$ cat src/rtl/tsfm_pkg.sv
// Shared types and constants for the touch sample filter and mapper.
// Used by every file in rtl; depends on nothing.
package tsfm_pkg;

  localparam int unsigned FRAME_W  = 16;
  localparam int unsigned SAMPLE_W = 13;
  localparam int unsigned SUM_W    = 17;
  localparam int unsigned PIX_W    = 8;
  localparam int unsigned SCALE_W  = 18;
  localparam int unsigned SHIFT_W  = 16;
  localparam int unsigned CFG_W    = 18;
  localparam int unsigned CFG_IDX_W = 3;
  localparam int unsigned FRAME_DROP = 3;
  localparam int unsigned RECIP_SHIFT = 18;
  localparam int unsigned RECIP_W  = 19;

  localparam logic [SAMPLE_W-1:0] SAMPLE_ONES = '1;

  // Burst order within one measurement.
  localparam logic [1:0] BURST_X1 = 2'd0;
  localparam logic [1:0] BURST_Y1 = 2'd1;
  localparam logic [1:0] BURST_X2 = 2'd2;
  localparam logic [1:0] BURST_Y2 = 2'd3;

  // Configuration register indexes.
  localparam logic [CFG_IDX_W-1:0] CFG_X_SCALE    = 3'd0;
  localparam logic [CFG_IDX_W-1:0] CFG_Y_SCALE    = 3'd1;
  localparam logic [CFG_IDX_W-1:0] CFG_X_SHIFT    = 3'd2;
  localparam logic [CFG_IDX_W-1:0] CFG_Y_SHIFT    = 3'd3;
  localparam logic [CFG_IDX_W-1:0] CFG_RAW_X_LOW  = 3'd4;
  localparam logic [CFG_IDX_W-1:0] CFG_RAW_X_HIGH = 3'd5;
  localparam logic [CFG_IDX_W-1:0] CFG_RAW_Y_LOW  = 3'd6;
  localparam logic [CFG_IDX_W-1:0] CFG_RAW_Y_HIGH = 3'd7;

  typedef enum logic [1:0] {
    ST_OK        = 2'd0,
    ST_UNSTABLE  = 2'd1,
    ST_WINDOW    = 2'd2,
    ST_OFFSCREEN = 2'd3
  } status_t;

  typedef struct packed {
    logic signed [SCALE_W-1:0] x_scale;
    logic signed [SCALE_W-1:0] y_scale;
    logic signed [SHIFT_W-1:0] x_shift;
    logic signed [SHIFT_W-1:0] y_shift;
    logic [SAMPLE_W-1:0]       raw_x_low;
    logic [SAMPLE_W-1:0]       raw_x_high;
    logic [SAMPLE_W-1:0]       raw_y_low;
    logic [SAMPLE_W-1:0]       raw_y_high;
  } cfg_t;

  // One finished burst, handed from the front to the back.
  typedef struct packed {
    logic [1:0]          burst;
    logic [SUM_W-1:0]    sum;
    logic [SAMPLE_W-1:0] max;
    logic [SAMPLE_W-1:0] min;
  } burst_t;

endpackage

$ cat src/rtl/tsfm_if.sv
// Valid/ready channel interfaces for frames in and mapped points out.
// Depends on tsfm_pkg for field widths.
interface tsfm_frame_if;
  logic                          valid;
  logic                          ready;
  logic [tsfm_pkg::FRAME_W-1:0]  frame;
  logic                          restart;
  modport source (output valid, output frame, output restart, input ready);
  modport sink   (input valid, input frame, input restart, output ready);
endinterface

interface tsfm_point_if;
  logic                           valid;
  logic                           ready;
  logic [1:0]                     status;
  logic [tsfm_pkg::PIX_W-1:0]     column;
  logic [tsfm_pkg::PIX_W-1:0]     row;
  logic [tsfm_pkg::SAMPLE_W-1:0]  raw_x;
  logic [tsfm_pkg::SAMPLE_W-1:0]  raw_y;
  modport source (output valid, output status, output column, output row,
                  output raw_x, output raw_y, input ready);
  modport sink   (input valid, input status, input column, input row,
                  input raw_x, input raw_y, output ready);
endinterface

$ cat src/rtl/tsfm_front.sv
// Front end: takes frames, keeps running sum/max/min per burst and pushes
// one burst summary to the queue at the end of each burst. Uses tsfm_pkg.
module tsfm_front #(
  parameter int unsigned SAMPLES_PER_BURST = 5
) (
  input  logic                  clk,
  input  logic                  rst,
  tsfm_frame_if.sink            samples,
  input  logic                  push_ready,
  output logic                  push_valid,
  output tsfm_pkg::burst_t      push_data
);

  localparam int unsigned IDX_W = $clog2(SAMPLES_PER_BURST);
  localparam logic [IDX_W-1:0] IDX_LAST = IDX_W'(SAMPLES_PER_BURST - 1);

  logic [IDX_W-1:0]              sample_index;
  logic [1:0]                    burst_index;
  logic [tsfm_pkg::SUM_W-1:0]    running_sum;
  logic [tsfm_pkg::SAMPLE_W-1:0] running_max;
  logic [tsfm_pkg::SAMPLE_W-1:0] running_min;

  logic [IDX_W-1:0]              base_idx;
  logic [1:0]                    base_burst;
  logic [tsfm_pkg::SUM_W-1:0]    base_sum;
  logic [tsfm_pkg::SAMPLE_W-1:0] base_max;
  logic [tsfm_pkg::SAMPLE_W-1:0] base_min;
  logic [tsfm_pkg::SAMPLE_W-1:0] sample;
  logic [tsfm_pkg::SUM_W-1:0]    sum_next;
  logic [tsfm_pkg::SAMPLE_W-1:0] max_next;
  logic [tsfm_pkg::SAMPLE_W-1:0] min_next;
  logic                          last;
  logic                          take;

  assign samples.ready = push_ready;
  assign take = samples.valid && samples.ready;
  assign sample = samples.frame[tsfm_pkg::FRAME_W-1:tsfm_pkg::FRAME_DROP];

  // Restart drops the partial measurement before this frame counts.
  always_comb begin
    if (samples.restart) begin
      base_idx   = '0;
      base_burst = tsfm_pkg::BURST_X1;
      base_sum   = '0;
      base_max   = '0;
      base_min   = tsfm_pkg::SAMPLE_ONES;
    end else begin
      base_idx   = sample_index;
      base_burst = burst_index;
      base_sum   = running_sum;
      base_max   = running_max;
      base_min   = running_min;
    end
    sum_next = base_sum + tsfm_pkg::SUM_W'(sample);
    max_next = (sample > base_max) ? sample : base_max;
    min_next = (sample < base_min) ? sample : base_min;
    last     = (base_idx == IDX_LAST);
  end

  assign push_valid      = take && last;
  assign push_data.burst = base_burst;
  assign push_data.sum   = sum_next;
  assign push_data.max   = max_next;
  assign push_data.min   = min_next;

  always_ff @(posedge clk) begin
    if (rst) begin
      sample_index <= '0;
      burst_index  <= tsfm_pkg::BURST_X1;
      running_sum  <= '0;
      running_max  <= '0;
      running_min  <= tsfm_pkg::SAMPLE_ONES;
    end else if (take) begin
      if (last) begin
        sample_index <= '0;
        burst_index  <= base_burst + 2'd1;
        running_sum  <= '0;
        running_max  <= '0;
        running_min  <= tsfm_pkg::SAMPLE_ONES;
      end else begin
        sample_index <= base_idx + IDX_W'(1);
        burst_index  <= base_burst;
        running_sum  <= sum_next;
        running_max  <= max_next;
        running_min  <= min_next;
      end
    end
  end

endmodule

$ cat src/rtl/tsfm_fifo.sv
// Two-entry queue of burst summaries between front and back.
// Uses tsfm_pkg::burst_t.
module tsfm_fifo (
  input  logic              clk,
  input  logic              rst,
  input  logic              push_valid,
  output logic              push_ready,
  input  tsfm_pkg::burst_t  push_data,
  output logic              pop_valid,
  input  logic              pop_ready,
  output tsfm_pkg::burst_t  pop_data
);

  tsfm_pkg::burst_t entries [2];
  logic       wr_ptr;
  logic       rd_ptr;
  logic [1:0] count;
  logic       push;
  logic       pop;

  assign push_ready = (count != 2'd2);
  assign pop_valid  = (count != 2'd0);
  assign pop_data   = entries[rd_ptr];
  assign push = push_valid && push_ready;
  assign pop  = pop_valid && pop_ready;

  always_ff @(posedge clk) begin
    if (push) begin
      entries[wr_ptr] <= push_data;
    end
  end

  always_ff @(posedge clk) begin
    if (rst) begin
      wr_ptr <= 1'b0;
      rd_ptr <= 1'b0;
      count  <= 2'd0;
    end else begin
      if (push) wr_ptr <= ~wr_ptr;
      if (pop)  rd_ptr <= ~rd_ptr;
      count <= count + {1'b0, push} - {1'b0, pop};
    end
  end

`ifndef NO_ASSERTIONS
  a_count_bound: assert property (@(posedge clk) disable iff (rst) count <= 2'd2)
    else $error("queue count out of range");
  a_ptr_track: assert property (@(posedge clk) disable iff (rst)
    (count == 2'd0 || count == 2'd2) |-> (wr_ptr == rd_ptr))
    else $error("queue pointers disagree with count");
  a_no_overrun: assert property (@(posedge clk) disable iff (rst)
    (count == 2'd2 && !pop) |=> (count == 2'd2 && wr_ptr == $past(wr_ptr)))
    else $error("queue written while full");
`endif

endmodule

$ cat src/rtl/tsfm_back.sv
// Back end: trimmed mean per burst, pair checks, window test and pixel
// mapping, ending in the output register. Uses tsfm_pkg and tsfm_if.
module tsfm_back #(
  parameter int unsigned SAMPLES_PER_BURST = 5,
  parameter int unsigned SPREAD_LIMIT      = 50,
  parameter int unsigned SCREEN_COLUMNS    = 128,
  parameter int unsigned SCREEN_ROWS       = 160
) (
  input  logic              clk,
  input  logic              rst,
  input  tsfm_pkg::cfg_t    cfg,
  input  logic              pop_valid,
  output logic              pop_ready,
  input  tsfm_pkg::burst_t  pop_data,
  tsfm_point_if.source      points
);

  localparam int unsigned SUM_W  = tsfm_pkg::SUM_W;
  localparam int unsigned SMP_W  = tsfm_pkg::SAMPLE_W;
  localparam int unsigned PROD_W = SUM_W + tsfm_pkg::RECIP_W;
  localparam int unsigned MUL_W  = SMP_W + 1 + tsfm_pkg::SCALE_W;
  localparam logic [SUM_W-1:0] DIVISOR = SUM_W'(SAMPLES_PER_BURST - 2);
  // floor(2^18 / divisor): quotient from the product is exact or one short.
  localparam logic [tsfm_pkg::RECIP_W-1:0] RECIP =
    tsfm_pkg::RECIP_W'((1 << tsfm_pkg::RECIP_SHIFT) / (SAMPLES_PER_BURST - 2));
  localparam logic [SMP_W:0]          LIMIT   = (SMP_W + 1)'(SPREAD_LIMIT);
  localparam logic [tsfm_pkg::PIX_W-1:0] MAX_COL = tsfm_pkg::PIX_W'(SCREEN_COLUMNS);
  localparam logic [tsfm_pkg::PIX_W-1:0] MAX_ROW = tsfm_pkg::PIX_W'(SCREEN_ROWS);

  logic adv;

  // Stage A: trimmed sum and reciprocal product.
  logic              a_valid;
  logic [1:0]        a_burst;
  logic [SUM_W-1:0]  a_trim;
  logic [PROD_W-1:0] a_prod;
  logic [SUM_W-1:0]  trim;
  logic [SUM_W-1:0]  ends;

  // Stage B: burst mean.
  logic             b_valid;
  logic [1:0]       b_burst;
  logic [SMP_W-1:0] b_mean;
  logic [SUM_W-1:0] q0;
  logic [SUM_W-1:0] rem;
  logic [SUM_W-1:0] quot;

  // Stage C: pair checks and window.
  logic [SMP_W-1:0]  burst_means [3];
  logic              c_valid;
  tsfm_pkg::status_t c_status;
  logic [SMP_W-1:0]  c_ax;
  logic [SMP_W-1:0]  c_ay;
  logic [SMP_W:0]    dx;
  logic [SMP_W:0]    dy;
  logic [SMP_W:0]    sx;
  logic [SMP_W:0]    sy;
  logic [SMP_W-1:0]  ax;
  logic [SMP_W-1:0]  ay;
  logic              unstable;
  logic              outside;

  // Stage D: scaled products.
  logic              d_valid;
  tsfm_pkg::status_t d_status;
  logic [SMP_W-1:0]  d_ax;
  logic [SMP_W-1:0]  d_ay;
  logic signed [MUL_W-1:0] d_px;
  logic signed [MUL_W-1:0] d_py;

  // Output stage.
  logic [tsfm_pkg::PIX_W-1:0] col;
  logic [tsfm_pkg::PIX_W-1:0] row;

  assign adv       = !points.valid || points.ready;
  assign pop_ready = adv;

  always_comb begin
    ends = SUM_W'(pop_data.max) + SUM_W'(pop_data.min);
    trim = (pop_data.sum < ends) ? '0 : (pop_data.sum - ends);
  end

  always_comb begin
    q0   = a_prod[tsfm_pkg::RECIP_SHIFT +: SUM_W];
    rem  = a_trim - SUM_W'(q0 * DIVISOR);
    quot = (rem >= DIVISOR) ? (q0 + SUM_W'(1)) : q0;
  end

  always_comb begin
    dx = (burst_means[0] > burst_means[2]) ?
         ({1'b0, burst_means[0]} - {1'b0, burst_means[2]}) :
         ({1'b0, burst_means[2]} - {1'b0, burst_means[0]});
    dy = (burst_means[1] > b_mean) ?
         ({1'b0, burst_means[1]} - {1'b0, b_mean}) :
         ({1'b0, b_mean} - {1'b0, burst_means[1]});
    sx = {1'b0, burst_means[0]} + {1'b0, burst_means[2]};
    sy = {1'b0, burst_means[1]} + {1'b0, b_mean};
    ax = sx[SMP_W:1];
    ay = sy[SMP_W:1];
    unstable = (dx > LIMIT) || (dy > LIMIT);
    outside  = (ax < cfg.raw_x_low) || (ax > cfg.raw_x_high) ||
               (ay < cfg.raw_y_low) || (ay > cfg.raw_y_high);
  end

  // Truncate toward zero: a negative product with a fraction rounds up by one.
  always_comb begin
    col = d_px[23:16] + tsfm_pkg::PIX_W'(d_px[MUL_W-1] && (d_px[15:0] != '0))
        + cfg.x_shift[tsfm_pkg::PIX_W-1:0];
    row = d_py[23:16] + tsfm_pkg::PIX_W'(d_py[MUL_W-1] && (d_py[15:0] != '0))
        + cfg.y_shift[tsfm_pkg::PIX_W-1:0];
  end

  always_ff @(posedge clk) begin
    if (adv) begin
      a_burst <= pop_data.burst;
      a_trim  <= trim;
      a_prod  <= PROD_W'(trim) * PROD_W'(RECIP);
      b_burst <= a_burst;
      b_mean  <= quot[SMP_W-1:0];
      c_ax    <= ax;
      c_ay    <= ay;
      if (unstable) begin
        c_status <= tsfm_pkg::ST_UNSTABLE;
      end else if (outside) begin
        c_status <= tsfm_pkg::ST_WINDOW;
      end else begin
        c_status <= tsfm_pkg::ST_OK;
      end
      if (b_valid && b_burst != tsfm_pkg::BURST_Y2) begin
        burst_means[b_burst] <= b_mean;
      end
      d_status <= c_status;
      d_ax     <= c_ax;
      d_ay     <= c_ay;
      d_px     <= MUL_W'($signed({1'b0, c_ax})) * MUL_W'(cfg.x_scale);
      d_py     <= MUL_W'($signed({1'b0, c_ay})) * MUL_W'(cfg.y_scale);
      case (d_status)
        tsfm_pkg::ST_UNSTABLE: begin
          points.status <= tsfm_pkg::ST_UNSTABLE;
          points.column <= '0;
          points.row    <= '0;
          points.raw_x  <= '0;
          points.raw_y  <= '0;
        end
        tsfm_pkg::ST_WINDOW: begin
          points.status <= tsfm_pkg::ST_WINDOW;
          points.column <= '0;
          points.row    <= '0;
          points.raw_x  <= d_ax;
          points.raw_y  <= d_ay;
        end
        default: begin
          points.status <= ((col > MAX_COL) || (row > MAX_ROW)) ?
                           tsfm_pkg::ST_OFFSCREEN : tsfm_pkg::ST_OK;
          points.column <= col;
          points.row    <= row;
          points.raw_x  <= d_ax;
          points.raw_y  <= d_ay;
        end
      endcase
    end
  end

  always_ff @(posedge clk) begin
    if (rst) begin
      a_valid      <= 1'b0;
      b_valid      <= 1'b0;
      c_valid      <= 1'b0;
      d_valid      <= 1'b0;
      points.valid <= 1'b0;
    end else if (adv) begin
      a_valid      <= pop_valid;
      b_valid      <= a_valid;
      // Only the last burst of a measurement goes on to mapping.
      c_valid      <= b_valid && (b_burst == tsfm_pkg::BURST_Y2);
      d_valid      <= c_valid;
      points.valid <= d_valid;
    end
  end

`ifndef NO_ASSERTIONS
  a_unstable_zero: assert property (@(posedge clk) disable iff (rst)
    (points.valid && points.status == tsfm_pkg::ST_UNSTABLE) |->
    (points.column == '0 && points.row == '0 && points.raw_x == '0 &&
     points.raw_y == '0))
    else $error("unstable result carries nonzero fields");
  a_window_zero: assert property (@(posedge clk) disable iff (rst)
    (points.valid && points.status == tsfm_pkg::ST_WINDOW) |->
    (points.column == '0 && points.row == '0))
    else $error("window reject carries a pixel position");
  a_ok_on_screen: assert property (@(posedge clk) disable iff (rst)
    (points.valid && points.status == tsfm_pkg::ST_OK) |->
    (points.column <= MAX_COL && points.row <= MAX_ROW))
    else $error("ok result lies beyond the screen");
  a_offscreen: assert property (@(posedge clk) disable iff (rst)
    (points.valid && points.status == tsfm_pkg::ST_OFFSCREEN) |->
    (points.column > MAX_COL || points.row > MAX_ROW))
    else $error("off-screen result lies on the screen");
`endif

endmodule

$ cat src/rtl/touch_sample_filter_and_map.sv
// Top level of the touch sample filter and mapper: configuration registers,
// front end, burst queue and back end. Uses tsfm_pkg, tsfm_if and submodules.
//
//   port       dir   kind        payload
//   samples    in    valid/ready frame[15:0], restart
//   points     out   valid/ready status[1:0], column, row, raw_x, raw_y
//   cfg_*      in    write only  cfg_index[2:0], cfg_data[17:0]
//
// One frame is taken every cycle while the two-entry burst queue has room.
// A burst summary from the queue passes stages A to D and the output register;
// the divide takes two stages, the pair checks and the scale multiply one each.
// A stalled result holds the back pipeline; the queue lets the front keep
// taking frames for up to two more bursts. Reset is synchronous and clears
// counters, valid bits and the configuration to its reset values.
module touch_sample_filter_and_map #(
  parameter int unsigned SAMPLES_PER_BURST = 5,
  parameter int unsigned SPREAD_LIMIT      = 50,
  parameter int unsigned SCREEN_COLUMNS    = 128,
  parameter int unsigned SCREEN_ROWS       = 160
) (
  input  logic                              clk,
  input  logic                              rst,
  tsfm_frame_if.sink                        samples,
  tsfm_point_if.source                      points,
  input  logic                              cfg_write,
  input  logic [tsfm_pkg::CFG_IDX_W-1:0]    cfg_index,
  input  logic [tsfm_pkg::CFG_W-1:0]        cfg_data
);

  tsfm_pkg::cfg_t   cfg;
  logic             push_valid;
  logic             push_ready;
  tsfm_pkg::burst_t push_data;
  logic             pop_valid;
  logic             pop_ready;
  tsfm_pkg::burst_t pop_data;

  always_ff @(posedge clk) begin
    if (rst) begin
      cfg.x_scale    <= '0;
      cfg.y_scale    <= '0;
      cfg.x_shift    <= '0;
      cfg.y_shift    <= '0;
      cfg.raw_x_low  <= '0;
      cfg.raw_x_high <= tsfm_pkg::SAMPLE_ONES;
      cfg.raw_y_low  <= '0;
      cfg.raw_y_high <= tsfm_pkg::SAMPLE_ONES;
    end else if (cfg_write) begin
      case (cfg_index)
        tsfm_pkg::CFG_X_SCALE:    cfg.x_scale    <= cfg_data;
        tsfm_pkg::CFG_Y_SCALE:    cfg.y_scale    <= cfg_data;
        tsfm_pkg::CFG_X_SHIFT:    cfg.x_shift    <= cfg_data[tsfm_pkg::SHIFT_W-1:0];
        tsfm_pkg::CFG_Y_SHIFT:    cfg.y_shift    <= cfg_data[tsfm_pkg::SHIFT_W-1:0];
        tsfm_pkg::CFG_RAW_X_LOW:  cfg.raw_x_low  <= cfg_data[tsfm_pkg::SAMPLE_W-1:0];
        tsfm_pkg::CFG_RAW_X_HIGH: cfg.raw_x_high <= cfg_data[tsfm_pkg::SAMPLE_W-1:0];
        tsfm_pkg::CFG_RAW_Y_LOW:  cfg.raw_y_low  <= cfg_data[tsfm_pkg::SAMPLE_W-1:0];
        tsfm_pkg::CFG_RAW_Y_HIGH: cfg.raw_y_high <= cfg_data[tsfm_pkg::SAMPLE_W-1:0];
        default: ;
      endcase
    end
  end

  tsfm_front #(
    .SAMPLES_PER_BURST (SAMPLES_PER_BURST)
  ) u_front (
    .clk        (clk),
    .rst        (rst),
    .samples    (samples),
    .push_ready (push_ready),
    .push_valid (push_valid),
    .push_data  (push_data)
  );

  tsfm_fifo u_fifo (
    .clk        (clk),
    .rst        (rst),
    .push_valid (push_valid),
    .push_ready (push_ready),
    .push_data  (push_data),
    .pop_valid  (pop_valid),
    .pop_ready  (pop_ready),
    .pop_data   (pop_data)
  );

  tsfm_back #(
    .SAMPLES_PER_BURST (SAMPLES_PER_BURST),
    .SPREAD_LIMIT      (SPREAD_LIMIT),
    .SCREEN_COLUMNS    (SCREEN_COLUMNS),
    .SCREEN_ROWS       (SCREEN_ROWS)
  ) u_back (
    .clk       (clk),
    .rst       (rst),
    .cfg       (cfg),
    .pop_valid (pop_valid),
    .pop_ready (pop_ready),
    .pop_data  (pop_data),
    .points    (points)
  );

endmodule
$ cat src/flat_wrapper.sv
// flat-port wrapper written by rule: the top's interface ports become plain ports
module touch_sample_filter_and_map_flat 
#(
  parameter int unsigned SAMPLES_PER_BURST = 5,
  parameter int unsigned SPREAD_LIMIT      = 50,
  parameter int unsigned SCREEN_COLUMNS    = 128,
  parameter int unsigned SCREEN_ROWS       = 160
)
  (clk, rst, cfg_write, cfg_index, cfg_data, samples_valid, samples_frame, samples_restart, samples_ready, points_valid, points_status, points_column, points_row, points_raw_x, points_raw_y, points_ready);
  tsfm_frame_if samples_i ();
  tsfm_point_if points_i ();
  input  logic clk;
  input  logic rst;
  input  logic cfg_write;
  input  logic [tsfm_pkg::CFG_IDX_W-1:0] cfg_index;
  input  logic [tsfm_pkg::CFG_W-1:0] cfg_data;
  input wire logic [$bits(samples_i.valid)-1:0] samples_valid;
  input wire logic [$bits(samples_i.frame)-1:0] samples_frame;
  input wire logic [$bits(samples_i.restart)-1:0] samples_restart;
  output wire logic [$bits(samples_i.ready)-1:0] samples_ready;
  output wire logic [$bits(points_i.valid)-1:0] points_valid;
  output wire logic [$bits(points_i.status)-1:0] points_status;
  output wire logic [$bits(points_i.column)-1:0] points_column;
  output wire logic [$bits(points_i.row)-1:0] points_row;
  output wire logic [$bits(points_i.raw_x)-1:0] points_raw_x;
  output wire logic [$bits(points_i.raw_y)-1:0] points_raw_y;
  input wire logic [$bits(points_i.ready)-1:0] points_ready;
  assign samples_i.valid = samples_valid;
  assign samples_i.frame = samples_frame;
  assign samples_i.restart = samples_restart;
  assign samples_ready = samples_i.ready;
  assign points_valid = points_i.valid;
  assign points_status = points_i.status;
  assign points_column = points_i.column;
  assign points_row = points_i.row;
  assign points_raw_x = points_i.raw_x;
  assign points_raw_y = points_i.raw_y;
  assign points_i.ready = points_ready;
  touch_sample_filter_and_map #(.SAMPLES_PER_BURST(SAMPLES_PER_BURST), .SPREAD_LIMIT(SPREAD_LIMIT), .SCREEN_COLUMNS(SCREEN_COLUMNS), .SCREEN_ROWS(SCREEN_ROWS)) u_core (.clk(clk), .rst(rst), .samples(samples_i), .points(points_i), .cfg_write(cfg_write), .cfg_index(cfg_index), .cfg_data(cfg_data));
endmodule
$ cat config.mk
export PLATFORM = sky130hd
export DESIGN_NAME = touch_sample_filter_and_map_flat
export DESIGN_NICKNAME = d
export VERILOG_FILES = /design/src/rtl/tsfm_pkg.sv /design/src/rtl/tsfm_if.sv /design/src/rtl/tsfm_front.sv /design/src/rtl/tsfm_fifo.sv /design/src/rtl/tsfm_back.sv /design/src/rtl/touch_sample_filter_and_map.sv /design/src/flat_wrapper.sv
export SDC_FILE = /design/constraint.sdc
export NUM_CORES = 2
export LEC_CHECK = 0
export BUFFER_PORTS_ARGS = -buffer_cell sky130_fd_sc_hd__buf_2
export CELL_PAD_IN_SITES_DETAIL_PLACEMENT = 2
export CELL_PAD_IN_SITES_GLOBAL_PLACEMENT = 2
export CORE_ASPECT_RATIO = 0.7
export CORE_MARGIN = 8
export CORE_UTILIZATION = 44
export CTS_CLUSTER_SIZE = 8
export DETAILED_ROUTE_END_ITERATION = 8
export PLACE_DENSITY = 0.87
export SETUP_SLACK_MARGIN = 0.5
export SLEW_MARGIN = 20
export SYNTH_ARGS = -nofsm -noshare
export SYNTH_HDL_FRONTEND = slang
export SYNTH_HIERARCHICAL = 1
export SYNTH_SLANG_ARGS = --single-unit
$ cat constraint.sdc
create_clock -name clk -period 11.7 [get_ports clk]
set_input_delay 0.585 -clock clk [delete_from_list [all_inputs] [get_ports clk]]
set_output_delay 0.585 -clock clk [all_outputs]
set_load 0.02 [all_outputs]
-- Word-level counts from Yosys, hierarchy flattened
Memory sizes are Yosys's and may differ from the RTL's. A register that Yosys moved wholly into a read port is not among the register bits.
Cells that the tools add are included.
W data, S select, Z words.
- add/sub/neg operators: 19
- multipliers: 4
- $lt $le $gt $ge: 14
- equality and inequality tests: 13
- mux-type cells: 26
- bitwise gates (word level): 2
- reductions and logical operators: 28
- operators with widths (kind ; count):
    $mux W13 ; 7
    $gt A13 B13 Y1 ; 5
    $mul A14 B18 Y32 ; 2
    $sub A13 B13 Y14 ; 4
    $mux W17 ; 3
    $add A13 B13 Y14 ; 3
    $lt A13 B13 Y1 ; 3
    $mul A17 B17 Y34 const B ; 1
    $reduce_bool A16 Y1 ; 2
    $gt A14 B6 Y1 const B ; 2
    $mux W14 ; 2
    $add A17 B13 Y17 ; 1
    $ge A17 B2 Y1 const B ; 1
    $lt A17 B14 Y1 ; 1
    $mul A16 B2 Y17 const B ; 1
    $sub A17 B14 Y17 ; 1
    $sub A17 B17 Y17 ; 1
    $add A8 B1 Y8 ; 2
    $add A8 B8 Y8 ; 2
    $gt A8 B8 Y1 const B ; 2
    $reduce_and A2 Y1 ; 8
    $eq A3 B3 Y1 const B ; 5
    $add A13 B1 Y13 const B ; 1
    $logic_and A1 B1 Y1 ; 8
    19 further kinds ; 38
- register bits: 393
- memory bits (writable): 129
- input bits: 43
- output and inout port bits: 46
- word-level logic and storage cells: 147
- memories kept: 2
- memories (name ; depth ; bits a word ; rd ports ; clocked after memory_dff ; wr ports ; RTL line ; source):
    u_core.u_fifo.entries ; 2 ; 45 ; 1 ; 1 ; 1 ; tsfm_fifo.sv:14 ; tsfm_pkg::burst_t entries [2];
    u_core.u_back.burst_means ; 3 ; 13 ; 3 ; 0 ; 1 ; tsfm_back.sv:49 ; logic [SMP_W-1:0] burst_means [3];

-- Longest topological paths before layout
- word-level depth: 8
- depth in mapped cells: 46
- mapped depth without buffers: 43

-- Modules after synthesis
The synthesis kept the hierarchy.
- modules (own cells, without submodules) (module ; times used ; cells an instance ; area an instance (um^2) ; seq. area each (um^2)):
    tsfm_back ; 1 ; 3793 ; 37745.0 ; 7277.0
    touch_sample_filter_and_map ; 1 ; 434 ; 4720.8 ; 2402.3
    tsfm_fifo ; 1 ; 164 ; 3683.5 ; 2802.7
    tsfm_front ; 1 ; 432 ; 3537.1 ; 960.9

-- Worst setup path before layout
Ideal clock, no wire load.
- path type: reg-to-reg
- from: register (tool-made name)
- to: register u_core.u_back.a_prod[33], data pin
- library setup time: 0.262 ns
- data arrival time: 9.144 ns
- required time: 11.438 ns
- setup slack: 2.294 ns
- stages on the path, launching flop included: 46
- buffers on the path: 3
- clock period less this slack: 9.406 ns
- cell sequence: dfxtp_1 > buf_6 > buf_12 > mux2_4 > ha_1 > inv_1 > fa_1 > nor2b_1 > o21ai_0 > a21boi_0 > o21ai_0 > nand2_1 > and2_1 > o21ai_0 > nand2b_1 > xnor2_1 > ha_1 > nand3_1 > (+10 left out) > fa_1 > inv_1 > fa_1 > fa_1 > inv_1 > fa_1 > inv_1 > ha_1 > and3_1 > nand3_1 > or2_2 > o2111ai_1 > a21oi_1 > o311a_1 > o21ai_0 > nor4_1 > nor3_1 > xnor2_1
- RTL lines (what ; RTL line ; source):
    end signal, assigned ; tsfm_back.sv:117 ; a_prod <= PROD_W'(trim) * PROD_W'(RECIP);
    end, declared ; tsfm_back.sv:36 ; logic [PROD_W-1:0] a_prod;

==> impl_metrics.env <==
export IMPL_status="complete, no violations"
export IMPL_viasPerCell=6.09
export IMPL_worst_ep_arrival_time_ns=11.45
export IMPL_clk_latency_ns=0.69
export IMPL_nets=5951
export IMPL_critPathBufInv=6
export IMPL_gr_total_overflow=0
export IMPL_period_share_pct=94.3
export IMPL_fmax_mhz=90.7
export IMPL_clk_pin_slew_ns=0.06
export IMPL_cp_start_kind="register"
export IMPL_min_path_cells=3
export IMPL_cp_slowest_cell="fa_1"
export IMPL_syn_area_um2=49100
export IMPL_nFillCells=11200
export IMPL_dp_slack_ns=-0.372
export IMPL_hpwl_um=137000
export IMPL_slew_viol_final=0
export IMPL_tightest_slew_ns=1.22
export IMPL_setup_viol=0
export IMPL_syn_num_nets=5918
export IMPL_hold_violations=0
export IMPL_postRouteAntennaNets=0
export IMPL_crit_top_cell="fa_1"
export IMPL_grt_total_usage_pct=32.8
export IMPL_synth_cells=4775
export IMPL_coreArea_um2=111000
export IMPL_initial_core_util_pct=44.4
export IMPL_dieHeight_um=296
export IMPL_yosys_warnings=6
export IMPL_path_delay_family="adder cells"
export IMPL_ctsHtreeMaxLevel=3
export IMPL_drtIter0Drc=3013
export IMPL_drt_wirelength_per_cell_um=32.4
export IMPL_drc=0
export IMPL_grt_first_pass_wirelength_um=305000
export IMPL_place_port_buffers=85
export IMPL_cts_buffers=72
export IMPL_io_pins=89
export IMPL_place_congestion=0.853
export IMPL_setup_slack_ns=0.671
export IMPL_totalWireLength_um=205000
export IMPL_reg2reg_depth=41
export IMPL_root_buffer="clkbuf_16"
export IMPL_dieArea_um2=123000
export IMPL_clk_path_buf_depth=3
export IMPL_required_ns=12.12
export IMPL_min_period_ns=11.03
export IMPL_crit_type="reg -> reg"
export IMPL_cts_tree="built"
export IMPL_final_common_cell="inv_1"
export IMPL_cts_hold_buf=0
export IMPL_most_common_layout_cells="inv_1 (819), fa_1 (564), ha_1 (535), nand2_1 (333), edfxtp_1 (329)"
export IMPL_timing_hold_ws_ns=0.219
export IMPL_cap_viol_max_count=0
export IMPL_rsz0062_at_grt="no"
export IMPL_die_w_um=415
export IMPL_stdcell_count=6320
export IMPL_firstDrtPassIters=5
export IMPL_r2r_slack_ns=0.67
export IMPL_clock_skew_ns=0.0426
export IMPL_max_slew_margin_rel_pct=18.4
export IMPL_placed_cells=6179
export IMPL_max_stage_delay_ns=0.58
export IMPL_min_from="cfg_data[13]"
export IMPL_antenna_found_initial=9
export IMPL_clock_sinks=491
export IMPL_grt_pass1_vias=45100
export IMPL_vias=38500
export IMPL_endpoint_kind="register"
export IMPL_worstHoldPathType="in -> reg"
export IMPL_drive_above_1_share_pct=7.04
export IMPL_grt_max_degree=105
export IMPL_min_to="u_core/cfg[115]"
export IMPL_std_cell_rows=102
export IMPL_syn2layout_area_growth_pct=8.49
export IMPL_r2r_end="u_core/u_back/a_prod[30]"
export IMPL_worst_path_max_fanout=8
export IMPL_syn_area_per_cell_um2=10.3
==> metal layers <==
layer  share of wire, %  track usage (%)  routed length, um  vias up
met1                 38             37.9              77500    20200
met3                6.4             6.44              13100      753
met5              0.024                0                 49        -
met4                6.0             17.3              12400        4
li1                   -                -                  -    15600
met2                 50             57.7             102000     1897
==> state kept, by name (all words and copies together) (netlist names), 16 cells and up, named ones only <==
| name | flops |
|---|---|
| u_core/cfg | 104 |
| u_core/u_fifo/entries | 90 |
| u_core/u_back/burst_means | 39 |
| u_core/u_back/d_px | 25 |
| u_core/u_back/d_py | 25 |
| u_core/u_back/a_trim | 17 |
| u_core/u_front/running_sum | 17 |
| u_core/u_back/a_prod | 16 |
==> worst reg2reg max path: cells and delay by family (launching register included) <==
| kind | cells | cell delay [ns] |
|---|---|---|
| adder cells (fa/ha/maj) | 9 | 4.01 |
| AO/OA/AOI/OAI | 16 | 3.50 |
| AND/OR/NAND/NOR | 8 | 1.70 |
| buffers and inverters | 6 | 0.70 |
| flip-flops | 1 | 0.43 |
| multiplexers | 1 | 0.34 |
| XOR/XNOR | 1 | 0.11 |
==> how the worst max path moves through the flow <==
stage                                     to  slack, ns  depth (start not counted)
finish              u_core/u_back/a_prod[30]       0.67                         41
global route        u_core/u_back/a_prod[33]       0.41                         41
CTS                 u_core/u_back/a_prod[33]       0.52                         39
detailed placement  u_core/u_back/a_prod[33]      -0.37                         39
global placement    u_core/u_back/a_prod[33]       0.78                         40
floorplan           u_core/u_back/a_prod[33]       2.29                         45
==> what timing repair did <==
item,CTS,global route
pin swaps,0,6
buffers inserted,3,4
hold endpoints to repair,0,0
endpoints found under the setup margin,14,9
gates resized for setup,20,22
==> stage by stage <==
step / area, um2 / util (%) / setup TNS (ns)
3_5_place_dp: 50800 / 45.9 / -1.13
2_1_floorplan: 49100 / - / 0
4_1_cts: 53100 / 48.0 / 0
5_1_grt: 53300 / 48.1 / 0
3_3_place_gp: 50800 / 45.9 / 0
6_report: 53300 / 48.1 / 0
==> layout make-up <==
class | instances | area [um2] | share of cell area, %
Antenna cell | 6 | 15.0 | 0.0282
Multi-Input combinational cell | 3294 | 32300 | 60.5
Sequential cell | 491 | 13100 | 24.6
Clock buffer | 115 | 1980 | 3.72
Timing Repair Buffer | 129 | 803 | 1.51
Clock inverter | 9 | 186 | 0.350
Tap cell | 1456 | 1820 | 3.42
Inverter | 820 | 3090 | 5.79
Power is left out: the tool's default activity adds up to more than one toggle a clock period on the data nets, which glitch-free logic cannot reach.
